### config.mk
export PLATFORM = sky130hd
export DESIGN_NAME = orientation_quaternion_accumulator_top_flat
export DESIGN_NICKNAME = d
export VERILOG_FILES = /design/src/design/oqa_pkg.sv /design/src/design/oqa_if.sv /design/src/design/orientation_quaternion_accumulator_top.sv /design/src/design/oqa_ctrl.sv /design/src/design/oqa_dp.sv /design/src/flat_wrapper.sv
export SDC_FILE = /design/constraint.sdc
export NUM_CORES = 2
export LEC_CHECK = 0
export CORE_MARGIN = 2
export CORE_UTILIZATION = 45
export CTS_CLUSTER_DIAMETER = 150
export DETAILED_ROUTE_END_ITERATION = 8
export DONT_BUFFER_PORTS = 1
export PLACE_DENSITY = 0.68
export SYNTH_ARGS = -nofsm -noshare
export SYNTH_HDL_FRONTEND = slang
export SYNTH_SLANG_ARGS = --single-unit
### constraint.sdc
create_clock -name clk -period 13.7 [get_ports clk]
set_input_delay 2.055 -clock clk [delete_from_list [all_inputs] [get_ports clk]]
set_output_delay 2.055 -clock clk [all_outputs]
set_load 0.02 [all_outputs]
### src/design/oqa_pkg.sv
package oqa_pkg;

  localparam int CompW   = 16;
  localparam int ProdW   = 34;   // signed Hamilton product component
  localparam int MagW    = 33;   // |p| fits in 33 bits
  localparam int SumW    = 68;   // sum of four squares
  localparam int RootW   = 35;   // floor(sqrt(S)) fits in 35 bits
  localparam int NumW    = 47;   // |p| * 2^14
  localparam int QuotW   = 48;
  localparam logic signed [CompW-1:0] OneQ14 = 16'sd16384;

  typedef enum logic [3:0] {
    ST_IDLE,
    ST_MUL,
    ST_SQ,
    ST_ZCHK,
    ST_ROOT,
    ST_DIV_LD,
    ST_DIV,
    ST_DIV_ST,
    ST_OUT
  } state_t;

  typedef struct packed {
    logic       load_in;
    logic       mul_clr;
    logic       mul_step;
    logic       sq_step;
    logic       root_init;
    logic       root_step;
    logic       div_load;
    logic       div_step;
    logic       div_store;
    logic       commit;
  } dp_cmd_t;

  typedef struct packed {
    logic       sum_zero;
    logic       last_mul;
    logic       last_sq;
    logic       last_root;
    logic       last_div_bit;
    logic       last_comp;
  } dp_sts_t;

endpackage

### src/design/oqa_if.sv
interface oqa_in_if;
  import oqa_pkg::*;
  logic valid;
  logic ready;
  logic signed [CompW-1:0] delta_w;
  logic signed [CompW-1:0] delta_x;
  logic signed [CompW-1:0] delta_y;
  logic signed [CompW-1:0] delta_z;
  modport source (output valid, delta_w, delta_x, delta_y, delta_z, input ready);
  modport sink (input valid, delta_w, delta_x, delta_y, delta_z, output ready);
endinterface

interface oqa_out_if;
  import oqa_pkg::*;
  logic valid;
  logic ready;
  logic signed [CompW-1:0] orient_w;
  logic signed [CompW-1:0] orient_x;
  logic signed [CompW-1:0] orient_y;
  logic signed [CompW-1:0] orient_z;
  logic zero_length;
  modport source (output valid, orient_w, orient_x, orient_y, orient_z, zero_length,
                  input ready);
  modport sink (input valid, orient_w, orient_x, orient_y, orient_z, zero_length,
                output ready);
endinterface

### src/design/orientation_quaternion_accumulator_top.sv
// Flow from input beat to result beat: 16 multiply-accumulate
// steps, 4 squares, a zero check, 34 square-root bit steps and four
// restoring divides; zero length skips root and divide.
// One item at a time, set by the bit-serial root and divider: a new input is
// taken only once the last result has been taken, so a stalled result holds the input off.
// Reset (synchronous, rst_n low): orientation returns to identity, w = 1.0.
module orientation_quaternion_accumulator_top
  import oqa_pkg::*;
(
  input  logic      clk,
  input  logic      rst_n,
  oqa_in_if.sink    in_ch,
  oqa_out_if.source out_ch
);

  dp_cmd_t cmd;
  dp_sts_t sts;

  oqa_ctrl u_ctrl (
    .clk       (clk),
    .rst_n     (rst_n),
    .in_valid  (in_ch.valid),
    .in_ready  (in_ch.ready),
    .out_valid (out_ch.valid),
    .out_ready (out_ch.ready),
    .cmd       (cmd),
    .sts       (sts)
  );

  oqa_dp u_dp (
    .clk       (clk),
    .rst_n     (rst_n),
    .cmd       (cmd),
    .sts       (sts),
    .d_w       (in_ch.delta_w),
    .d_x       (in_ch.delta_x),
    .d_y       (in_ch.delta_y),
    .d_z       (in_ch.delta_z),
    .q_w       (out_ch.orient_w),
    .q_x       (out_ch.orient_x),
    .q_y       (out_ch.orient_y),
    .q_z       (out_ch.orient_z),
    .zero_flag (out_ch.zero_length)
  );

  a_no_overlap: assert property (@(posedge clk) disable iff (!rst_n)
    !(in_ch.ready && out_ch.valid))
    else $error("input taken while result pending");

  a_out_hold: assert property (@(posedge clk) disable iff (!rst_n)
    out_ch.valid && !out_ch.ready |=> out_ch.valid && $stable(out_ch.orient_w))
    else $error("result changed while stalled");

  a_zero_keeps: assert property (@(posedge clk) disable iff (!rst_n)
    cmd.commit |-> !out_ch.zero_length)
    else $error("commit on zero length");

endmodule

### src/design/oqa_ctrl.sv
module oqa_ctrl
  import oqa_pkg::*;
(
  input  logic    clk,
  input  logic    rst_n,
  input  logic    in_valid,
  output logic    in_ready,
  output logic    out_valid,
  input  logic    out_ready,
  output dp_cmd_t cmd,
  input  dp_sts_t sts
);

  state_t state_r, state_nxt;

  always_ff @(posedge clk) begin
    if (!rst_n) begin
      state_r <= ST_IDLE;
    end else begin
      state_r <= state_nxt;
    end
  end

  always_comb begin
    state_nxt = state_r;
    cmd       = '0;
    in_ready  = 1'b0;
    out_valid = 1'b0;
    case (state_r)
      ST_IDLE: begin
        in_ready = 1'b1;
        if (in_valid) begin
          cmd.load_in = 1'b1;
          cmd.mul_clr = 1'b1;
          state_nxt   = ST_MUL;
        end
      end
      ST_MUL: begin
        cmd.mul_step = 1'b1;
        if (sts.last_mul) state_nxt = ST_SQ;
      end
      ST_SQ: begin
        cmd.sq_step = 1'b1;
        if (sts.last_sq) state_nxt = ST_ZCHK;
      end
      ST_ZCHK: begin
        cmd.root_init = 1'b1;
        state_nxt = sts.sum_zero ? ST_OUT : ST_ROOT;
      end
      ST_ROOT: begin
        cmd.root_step = 1'b1;
        if (sts.last_root) state_nxt = ST_DIV_LD;
      end
      ST_DIV_LD: begin
        cmd.div_load = 1'b1;
        state_nxt = ST_DIV;
      end
      ST_DIV: begin
        cmd.div_step = 1'b1;
        if (sts.last_div_bit) state_nxt = ST_DIV_ST;
      end
      ST_DIV_ST: begin
        cmd.div_store = 1'b1;
        if (sts.last_comp) begin
          cmd.commit = 1'b1;
          state_nxt  = ST_OUT;
        end else begin
          state_nxt = ST_DIV_LD;
        end
      end
      ST_OUT: begin
        out_valid = 1'b1;
        if (out_ready) state_nxt = ST_IDLE;
      end
      default: state_nxt = ST_IDLE;
    endcase
  end

endmodule

### src/design/oqa_dp.sv
module oqa_dp
  import oqa_pkg::*;
(
  input  logic                    clk,
  input  logic                    rst_n,
  input  dp_cmd_t                 cmd,
  output dp_sts_t                 sts,
  input  logic signed [CompW-1:0] d_w,
  input  logic signed [CompW-1:0] d_x,
  input  logic signed [CompW-1:0] d_y,
  input  logic signed [CompW-1:0] d_z,
  output logic signed [CompW-1:0] q_w,
  output logic signed [CompW-1:0] q_x,
  output logic signed [CompW-1:0] q_y,
  output logic signed [CompW-1:0] q_z,
  output logic                    zero_flag
);

  logic signed [CompW-1:0] orient_r [4];
  logic signed [CompW-1:0] res_r [4];
  logic signed [CompW-1:0] delta_r [4];
  logic signed [ProdW-1:0] prod_r [4];
  logic [3:0]              mcnt_r;   // 16 product terms
  logic [1:0]              sq_cnt_r;
  logic [1:0]              comp_r;
  logic [SumW-1:0]         sum_r;
  logic [RootW-1:0]        root_r;
  logic [SumW+1:0]         rem_r;
  logic [5:0]              bit_r;
  logic [NumW-1:0]         num_r;
  logic [QuotW-1:0]        quot_r;
  logic [RootW:0]          drem_r;
  logic                    neg_r;
  logic                    zero_r;

  // one 16x16 multiply per cycle: row i picks output comp, col j picks d term
  logic [1:0]              mi, mj, ai;
  logic signed [CompW-1:0] ma, mb;
  logic signed [2*CompW-1:0] mprod;
  logic                    msub;

  assign mi = mcnt_r[3:2];
  assign mj = mcnt_r[1:0];

  always_comb begin
    // p[i] = sum over j of sign * a[ai] * b[j], ai = i xor j
    ai   = mi ^ mj;
    msub = 1'b0;
    case (mcnt_r)
      4'd1, 4'd2, 4'd3:    msub = 1'b1;   // w row: -ax bx -ay by -az bz
      4'd6:                msub = 1'b1;   // x row: -az by
      4'd11:               msub = 1'b1;   // y row: -ax bz
      4'd13:               msub = 1'b1;   // z row: -ay bx
      default:             msub = 1'b0;
    endcase
    ma    = orient_r[ai];
    mb    = delta_r[mj];
    mprod = ma * mb;
  end

  logic [MagW-1:0]   sq_mag;
  logic [2*MagW-1:0] sq_val;
  always_comb begin
    sq_mag = prod_r[sq_cnt_r][ProdW-1] ? MagW'(-prod_r[sq_cnt_r])
                                       : MagW'(prod_r[sq_cnt_r]);
    sq_val = sq_mag * sq_mag;
  end

  // restoring integer square root, one bit per cycle
  logic [SumW+1:0] r_try;
  logic [SumW+1:0] r_rem_sh;
  always_comb begin
    r_rem_sh = {rem_r[SumW-1:0], sum_r[SumW-1 -: 2]};
    r_try    = r_rem_sh - {{(SumW-RootW){1'b0}}, root_r, 2'b01};
  end

  // restoring divide of |p| * 2^14 by root, one bit per cycle
  logic [RootW:0] d_sh;
  logic [RootW:0] d_try;
  always_comb begin
    d_sh  = {drem_r[RootW-1:0], num_r[NumW-1]};
    d_try = d_sh - {1'b0, root_r};
  end

  logic signed [QuotW:0]   q_signed;
  logic signed [CompW-1:0] q_sat;
  always_comb begin
    q_signed = neg_r ? -$signed({1'b0, quot_r}) : $signed({1'b0, quot_r});
    if (q_signed > 49'sd32767)       q_sat = 16'sh7fff;
    else if (q_signed < -49'sd32768) q_sat = 16'sh8000;
    else                             q_sat = q_signed[CompW-1:0];
  end

  always_ff @(posedge clk) begin
    if (!rst_n) begin
      orient_r[0] <= OneQ14;
      orient_r[1] <= '0;
      orient_r[2] <= '0;
      orient_r[3] <= '0;
      mcnt_r      <= '0;
      sq_cnt_r    <= '0;
      comp_r      <= '0;
      bit_r       <= '0;
      zero_r      <= 1'b0;
    end else begin
      if (cmd.load_in) begin
        delta_r[0] <= d_w;
        delta_r[1] <= d_x;
        delta_r[2] <= d_y;
        delta_r[3] <= d_z;
      end
      if (cmd.mul_clr) begin
        for (int k = 0; k < 4; k++) prod_r[k] <= '0;
        mcnt_r   <= '0;
        sq_cnt_r <= '0;
        sum_r    <= '0;
      end
      if (cmd.mul_step) begin
        prod_r[mi] <= msub ? prod_r[mi] - ProdW'(mprod) : prod_r[mi] + ProdW'(mprod);
        mcnt_r     <= mcnt_r + 4'd1;
      end
      if (cmd.sq_step) begin
        sum_r    <= sum_r + SumW'(sq_val);
        sq_cnt_r <= sq_cnt_r + 2'd1;
      end
      if (cmd.root_init) begin
        root_r <= '0;
        rem_r  <= '0;
        // one step per bit pair of the sum
        bit_r  <= 6'(SumW / 2 - 1);
        comp_r <= '0;
        zero_r <= (sum_r == '0);
      end
      if (cmd.root_step) begin
        sum_r <= {sum_r[SumW-3:0], 2'b00};
        if (!r_try[SumW+1]) begin
          rem_r  <= r_try;
          root_r <= {root_r[RootW-2:0], 1'b1};
        end else begin
          rem_r  <= r_rem_sh;
          root_r <= {root_r[RootW-2:0], 1'b0};
        end
        bit_r <= bit_r - 6'd1;
      end
      if (cmd.div_load) begin
        neg_r  <= prod_r[comp_r][ProdW-1];
        num_r  <= {(prod_r[comp_r][ProdW-1] ? MagW'(-prod_r[comp_r])
                                            : MagW'(prod_r[comp_r])), 14'd0};
        quot_r <= '0;
        drem_r <= '0;
        bit_r  <= 6'(NumW - 1);
      end
      if (cmd.div_step) begin
        num_r <= {num_r[NumW-2:0], 1'b0};
        if (!d_try[RootW]) begin
          drem_r <= d_try;
          quot_r <= {quot_r[QuotW-2:0], 1'b1};
        end else begin
          drem_r <= d_sh;
          quot_r <= {quot_r[QuotW-2:0], 1'b0};
        end
        bit_r <= bit_r - 6'd1;
      end
      if (cmd.div_store) begin
        res_r[comp_r] <= q_sat;
        comp_r        <= comp_r + 2'd1;
      end
      if (cmd.commit) begin
        orient_r[0] <= res_r[0];
        orient_r[1] <= res_r[1];
        orient_r[2] <= res_r[2];
        orient_r[3] <= q_sat;
      end
    end
  end

  assign sts.sum_zero     = (sum_r == '0);
  assign sts.last_mul     = (mcnt_r == 4'd15);
  assign sts.last_sq      = (sq_cnt_r == 2'd3);
  assign sts.last_root    = (bit_r == '0);
  assign sts.last_div_bit = (bit_r == '0);
  assign sts.last_comp    = (comp_r == 2'd3);

  assign q_w       = orient_r[0];
  assign q_x       = orient_r[1];
  assign q_y       = orient_r[2];
  assign q_z       = orient_r[3];
  assign zero_flag = zero_r;

endmodule
### src/flat_wrapper.sv
// flat-port wrapper written by rule: the top's interface ports become plain ports
module orientation_quaternion_accumulator_top_flat import oqa_pkg::*;
  (clk, rst_n, in_ch_valid, in_ch_delta_w, in_ch_delta_x, in_ch_delta_y, in_ch_delta_z, in_ch_ready, out_ch_valid, out_ch_orient_w, out_ch_orient_x, out_ch_orient_y, out_ch_orient_z, out_ch_zero_length, out_ch_ready);
  oqa_in_if in_ch_i ();
  oqa_out_if out_ch_i ();
  input  logic clk;
  input  logic rst_n;
  input wire logic [$bits(in_ch_i.valid)-1:0] in_ch_valid;
  input wire logic [$bits(in_ch_i.delta_w)-1:0] in_ch_delta_w;
  input wire logic [$bits(in_ch_i.delta_x)-1:0] in_ch_delta_x;
  input wire logic [$bits(in_ch_i.delta_y)-1:0] in_ch_delta_y;
  input wire logic [$bits(in_ch_i.delta_z)-1:0] in_ch_delta_z;
  output wire logic [$bits(in_ch_i.ready)-1:0] in_ch_ready;
  output wire logic [$bits(out_ch_i.valid)-1:0] out_ch_valid;
  output wire logic [$bits(out_ch_i.orient_w)-1:0] out_ch_orient_w;
  output wire logic [$bits(out_ch_i.orient_x)-1:0] out_ch_orient_x;
  output wire logic [$bits(out_ch_i.orient_y)-1:0] out_ch_orient_y;
  output wire logic [$bits(out_ch_i.orient_z)-1:0] out_ch_orient_z;
  output wire logic [$bits(out_ch_i.zero_length)-1:0] out_ch_zero_length;
  input wire logic [$bits(out_ch_i.ready)-1:0] out_ch_ready;
  assign in_ch_i.valid = in_ch_valid;
  assign in_ch_i.delta_w = in_ch_delta_w;
  assign in_ch_i.delta_x = in_ch_delta_x;
  assign in_ch_i.delta_y = in_ch_delta_y;
  assign in_ch_i.delta_z = in_ch_delta_z;
  assign in_ch_ready = in_ch_i.ready;
  assign out_ch_valid = out_ch_i.valid;
  assign out_ch_orient_w = out_ch_i.orient_w;
  assign out_ch_orient_x = out_ch_i.orient_x;
  assign out_ch_orient_y = out_ch_i.orient_y;
  assign out_ch_orient_z = out_ch_i.orient_z;
  assign out_ch_zero_length = out_ch_i.zero_length;
  assign out_ch_i.ready = out_ch_ready;
  orientation_quaternion_accumulator_top u_core (.clk(clk), .rst_n(rst_n), .in_ch(in_ch_i), .out_ch(out_ch_i));
endmodule
# --- After elaboration in Yosys (flattened, before gate mapping) ---
# Memories as Yosys holds them, arrays and structs flattened. A register that Yosys moved wholly into a read port is not among the register bits.
# Index checks and enable logic that the tools add are counted.
# W data, S select, Z words.
word_totals:
  reg_bits: 307
  mem_bits_rw: 328
  elab_cells: 166
  memories: 4
mem_list:
  columns: ["memory", "depth", "word_bits", "read_ports", "rd_ports_with_merged_regs", "wr", "line_no", "text"]
  rows:
  - ["u_core.u_dp.prod_r", 4, 34, 3, 3, 4, "oqa_dp.sv:22", "logic signed [ProdW-1:0] prod_r [4];"]
  - ["u_core.u_dp.delta_r", 4, 16, 1, 1, 4, "oqa_dp.sv:21", "logic signed [CompW-1:0] delta_r [4];"]
  - ["u_core.u_dp.orient_r", 4, 16, 5, 0, 4, "oqa_dp.sv:19", "logic signed [CompW-1:0] orient_r [4];"]
  - ["u_core.u_dp.res_r", 4, 16, 3, 0, 1, "oqa_dp.sv:20", "logic signed [CompW-1:0] res_r [4];"]
classes:
  add_sub_neg: 12
  n_mul: 2
  order_cmp: 2
  eq_ne: 23
  n_mux: 86
  bitwise: 5
  n_reduce_logical: 17
ops:
  columns: ["operator", "count"]
  rows:
  - ["$mux W68", 6]
  - ["$mux W35", 5]
  - ["$mux W16", 6]
  - ["$mux W48", 2]
  - ["$mux W47", 2]
  - ["$sub A70 B37 Y70", 1]
  - ["$add A68 B66 Y68", 1]
  - ["$logic_not A68 Y1", 1]
  - ["$mux W34", 2]
  - ["$mul A33 B33 Y66", 1]
  - ["$mux W33", 2]
  - ["$neg A33 Y33", 2]
  - ["$gt A49 B16 Y1 const B", 1]
  - ["$lt A49 B16 Y1 const B", 1]
  - ["$mux W49", 1]
  - ["$neg A48 Y49", 1]
  - ["$mux W4", 10]
  - ["$pmux W4 S9", 1]
  - ["$sub A36 B35 Y36", 1]
  - ["$add A34 B32 Y34", 1]
  - ["$reduce_or A34 Y1", 1]
  - ["$sub A34 B32 Y34", 1]
  - ["$mul A16 B16 Y32", 1]
  - ["$mux W2", 16]
  - ["22 further kinds", 80]

# --- Longest topological paths before layout ---
depth:
  ltp_word: 7
  mapped_depth: 48

# --- Modules after synthesis ---
# Synthesis repeated with hierarchy kept, for this count alone.
unflattened:
  cells_unflattened: 7944
  area_unflattened_um2: 78439.0
modules_own_cells:
  columns: ["module", "instances", "cells_per_inst", "area_each_um2", "seq_area_each_um2"]
  rows:
  - ["oqa_dp", 1, 7897, 78069.9, 18477.7]
  - ["oqa_ctrl", 1, 47, 369.1, 80.1]

# --- Worst setup path before layout ---
# OpenSTA, ideal clock, no wires.
synth_path:
  path_kind: "flip-flop to flip-flop"
  startpoint: "register with a tool-made name"
  endpoint: "register u_core.u_dp.sum_r[59], data pin"
  t_arrival_ns: 11.670
  required_time_ns: 13.444
  slack_ns: 1.773
  stages_incl_launch_ff: 46
  n_path_buf: 5
  period_less_slack_ns: 11.927
  path_cell_list: "dfxtp_1 clkbuf_1 buf_2 buf_2 mux2_2 o21ai_1 clkbuf_1 ha_1 inv_1 nor4_1 inv_1 nor2_1 nand2_1 o41ai_1 xor2_1 clkinv_1 clkbuf_1 nand2_1 (+10 left out) inv_1 fa_1 inv_1 fa_1 inv_1 ha_1 a21oi_1 o21bai_1 a21o_1 a221o_1 a31oi_1 a21oi_1 or4_1 a31oi_1 nor3_1 a21oi_1 xnor2_1 a22o_1"
synth_lines:
  columns: ["element", "line_no", "text"]
  rows:
  - ["end signal, assigned", "oqa_dp.sv:123", "sum_r <= sum_r + SumW'(sq_val);"]
  - ["end signal, assigned", "oqa_dp.sv:135", "sum_r <= {sum_r[SumW-3:0], 2'b00};"]
  - ["end, declared", "oqa_dp.sv:26", "logic [SumW-1:0] sum_r;"]

==> impl_metrics.tcl <==
set metrics [dict create \
    outcome "finished clean" \
    cp_max_fo 21 \
    final-hold-violation-count 0 \
    cts_buffer_depth 3 \
    slew_viol_final 0 \
    slowest_stage "dfxtp_2" \
    cts-hold-fix-buffers 0 \
    synth_top_flop_cell "edfxtp_1" \
    drc 0 \
    clock_sinks 627 \
    syn2layout_area_growth_pct 7.013 \
    grt_max_degree 92 \
    synth_top_cell_area_share 0.3041 \
    skew_ns 0.07080 \
    routed-via-count 57310 \
    synth_enable_flop_cells 600 \
    grt.overflow.total 0 \
    nFillCells 15960 \
    synth-compound-area-share 0.08282 \
    numCtsBuffers 74 \
    coreArea_um2 173600 \
    synth_cell_types 83 \
    rows 153 \
    viasPerCell 5.524 \
    synthXorXnorAreaFrac 0.03836 \
    grt_antenna_before_repair 3 \
    cp-start-kind "flop" \
    final_layout_size_suffix_gt1_frac 0.05566 \
    final_common_cell "inv_1" \
    crit_required_ns 14.10 \
    syn_area_um2 78480 \
    die_w_um 421.6 \
    worstMarginPinSlew_ns 1.137 \
    rr_worst_depth 37 \
    cts_tree "yes" \
    critPathMaxStageDelay_ns 0.79 \
    reg2reg_to "u_core.u_dp.sum_r[65]$_DFFE_PP_" \
    path_buf_inv 9 \
    place_congestion 0.9729 \
    synth-simple-area-share 0.1273 \
    path_common_cell "fa_1" \
    synth_largest_area_cell "fa_1" \
    postCtsSetupRepairBufs 0 \
    routed_wl_um 213900 \
    yosys_warnings 0 \
    dp_hpwl_um 167400 \
    post_drt_wl_per_cell_um 20.61 \
    hold_start "u_core.u_dp.bit_r[3]$_SDFFE_PN0P_" \
    end_kind "flop" \
    period_share 0.9356 \
    syn_area_per_cell_um2 9.674 \
    track_usage 0.2436 \
    synth_nets 9837 \
    die_h_um 421.6 \
    clkLatencyLatePin_ns 0.70 \
    ys_seq_area_frac 0.2365 \
    cts_resized 0 \
    worstPathArrival_ns 13.22 \
    ant_nets 0 \
    timing.reg2reg.setup_slack_ns 0.88 \
    finalCriticalPeriod_ns 12.82 \
    slew_headroom 0.2384 \
    synthCells 8112 \
    worstSetupPathType "reg2reg" \
    start_util 0.4520 \
    ys_ff_latch 627 \
    drtIter0Drc 4557 \
    worst_hold_path_type "reg2reg" \
    maxCapViolCount 0 \
    muxShareOfSynthArea 0.03858 \
    first_pass_iters 6 \
    io_pins 135 \
    clk_pin_slew_worst_paths_ns 0.06 \
    port_buffers 0 \
    rsz0062_at_grt "false" \
    grt_pass1_wl_um 340700 \
    postSynth.asyncResetShare 0 \
    grt_pass1_vias 59970 \
    synth_top_family_by_area "adder cells" \
    finalSetupTns_ns 0 \
    cp_num_cells 37 \
    synth.top_cells.by_area "fa_1, edfxtp_1, inv_1" \
    setup_violations 0 \
    clockRootBuffer "clkbuf_16" \
    die_area_um2 177800 \
    htree_num_levels 3 \
    crit_path_end "u_core.u_dp.sum_r[65]$_DFFE_PP_" \
    synthAdderAreaFrac 0.3782 \
    final_cell_mix "inv_1, fa_1, nor2_1" \
    cp_top_family "adder cells" \
    fmax_ghz 0.07801 \
    fin_nets 9720 \
]
[registers in the layout, summed over array words and instances (netlist names), named ones only]
register,cells
u_core.u_dp.sq_cnt_r,2
u_core.u_dp.zero_flag,1
u_core.u_dp.orient_r,64
u_core.u_dp.mcnt_r,4
u_core.u_dp.res_r,48
u_core.u_dp.quot_r,48
u_core.u_dp.root_r,35
u_core.u_dp.drem_r,35
u_core.u_dp.num_r,33
u_core.u_dp.delta_r,64
u_core.u_dp.sum_r,68
u_core.u_dp.comp_r,2
u_core.u_dp.prod_r,136
u_core.u_dp.neg_r,1
u_core.u_ctrl.state_r,4
u_core.u_dp.rem_r,68
u_core.u_dp.bit_r,6
[worst reg2reg max path: cells and delay by family, from the launching register on]
| kind | cells | cell delay [ns] |
|---|---|---|
| AOI/OAI and AO/OA | 8 | 2.61 |
| xor gates and xnor gates | 2 | 0.35 |
| adders and majority gates | 10 | 4.56 |
| buffers and inverters | 9 | 1.34 |
| DFF | 1 | 0.79 |
| muxes | 1 | 0.67 |
| and+or+nand+nor | 7 | 2.22 |
[metal layers]
metal | part of all wire | track usage | routed length (um) | vias to the layer above
li1 | - | - | - | 25720
met1 | 0.40 | 0.3204 | 85820 | 28910
met2 | 0.48 | 0.4022 | 101600 | 2299
met3 | 0.082 | 0.04288 | 17490 | 383
met4 | 0.042 | 0.09325 | 8930 | 2
met5 | 0.000061 | 0 | 13 | -
[stage by stage]
step	util	cells	instance area (um^2)	hold slack [ns]	setup WS (ns)
finish	0.4837	10380	83980	0.4842	0.8819
global route	0.4837	10370	83980	0.5076	0.2232
CTS	0.4837	10370	83980	0.4824	0.9620
detailed placement	0.4692	10240	81470	0.4724	1.084
global placement	0.4692	10240	81470	0.4605	1.220
floorplan	-	8112	78480	0.4450	1.773
[worst min-delay path by stage]
stage | endpoint | cells after the start
after floorplan | u_core.u_dp.bit_r[3]$_SDFFE_PN0P_ | 2
after global placement | u_core.u_dp.bit_r[3]$_SDFFE_PN0P_ | 2
after detailed placement | u_core.u_dp.bit_r[3]$_SDFFE_PN0P_ | 2
after CTS | u_core.u_dp.bit_r[3]$_SDFFE_PN0P_ | 2
after global routing | u_core.u_dp.bit_r[3]$_SDFFE_PN0P_ | 2
final | u_core.u_dp.bit_r[3]$_SDFFE_PN0P_ | 2
[cell families after synthesis]
kind of cell,Yosys count
xor+xnor,342
simple gates,2225
mux,167
compound gates,1048
flops,627
buf+inv,2046
fa+ha+maj,1657
[synth_stat cells (all sizes together) (47+ instances only)]
cell,n
and3,68
o21ai,276
edfxtp,600
nand2,774
a21o,133
xor2,134
ha,465
nor3,68
nand3,98
nor2,789
mux4,107
fa,1192
xnor2,207
or3,49
clkbuf,296
nor4,47
and2,91
a21oi,292
inv,1717
nand2b,53
[final cells by class]
class	instances	area (um^2)	area share
well taps	2325	2909	0.03464
clock buffers	91	1936	0.02305
inverters	1728	6486	0.07723
diodes	1	2.502	0.00002980
repair buffers	125	938.4	0.01117
multi-input cells	5439	52570	0.6260
clock inverters	39	576.8	0.006868
flip-flops and latches	627	18560	0.2210
Power is left out: the tool's default activity adds up to more than one toggle a clock period on the data nets, which glitch-free logic cannot reach.
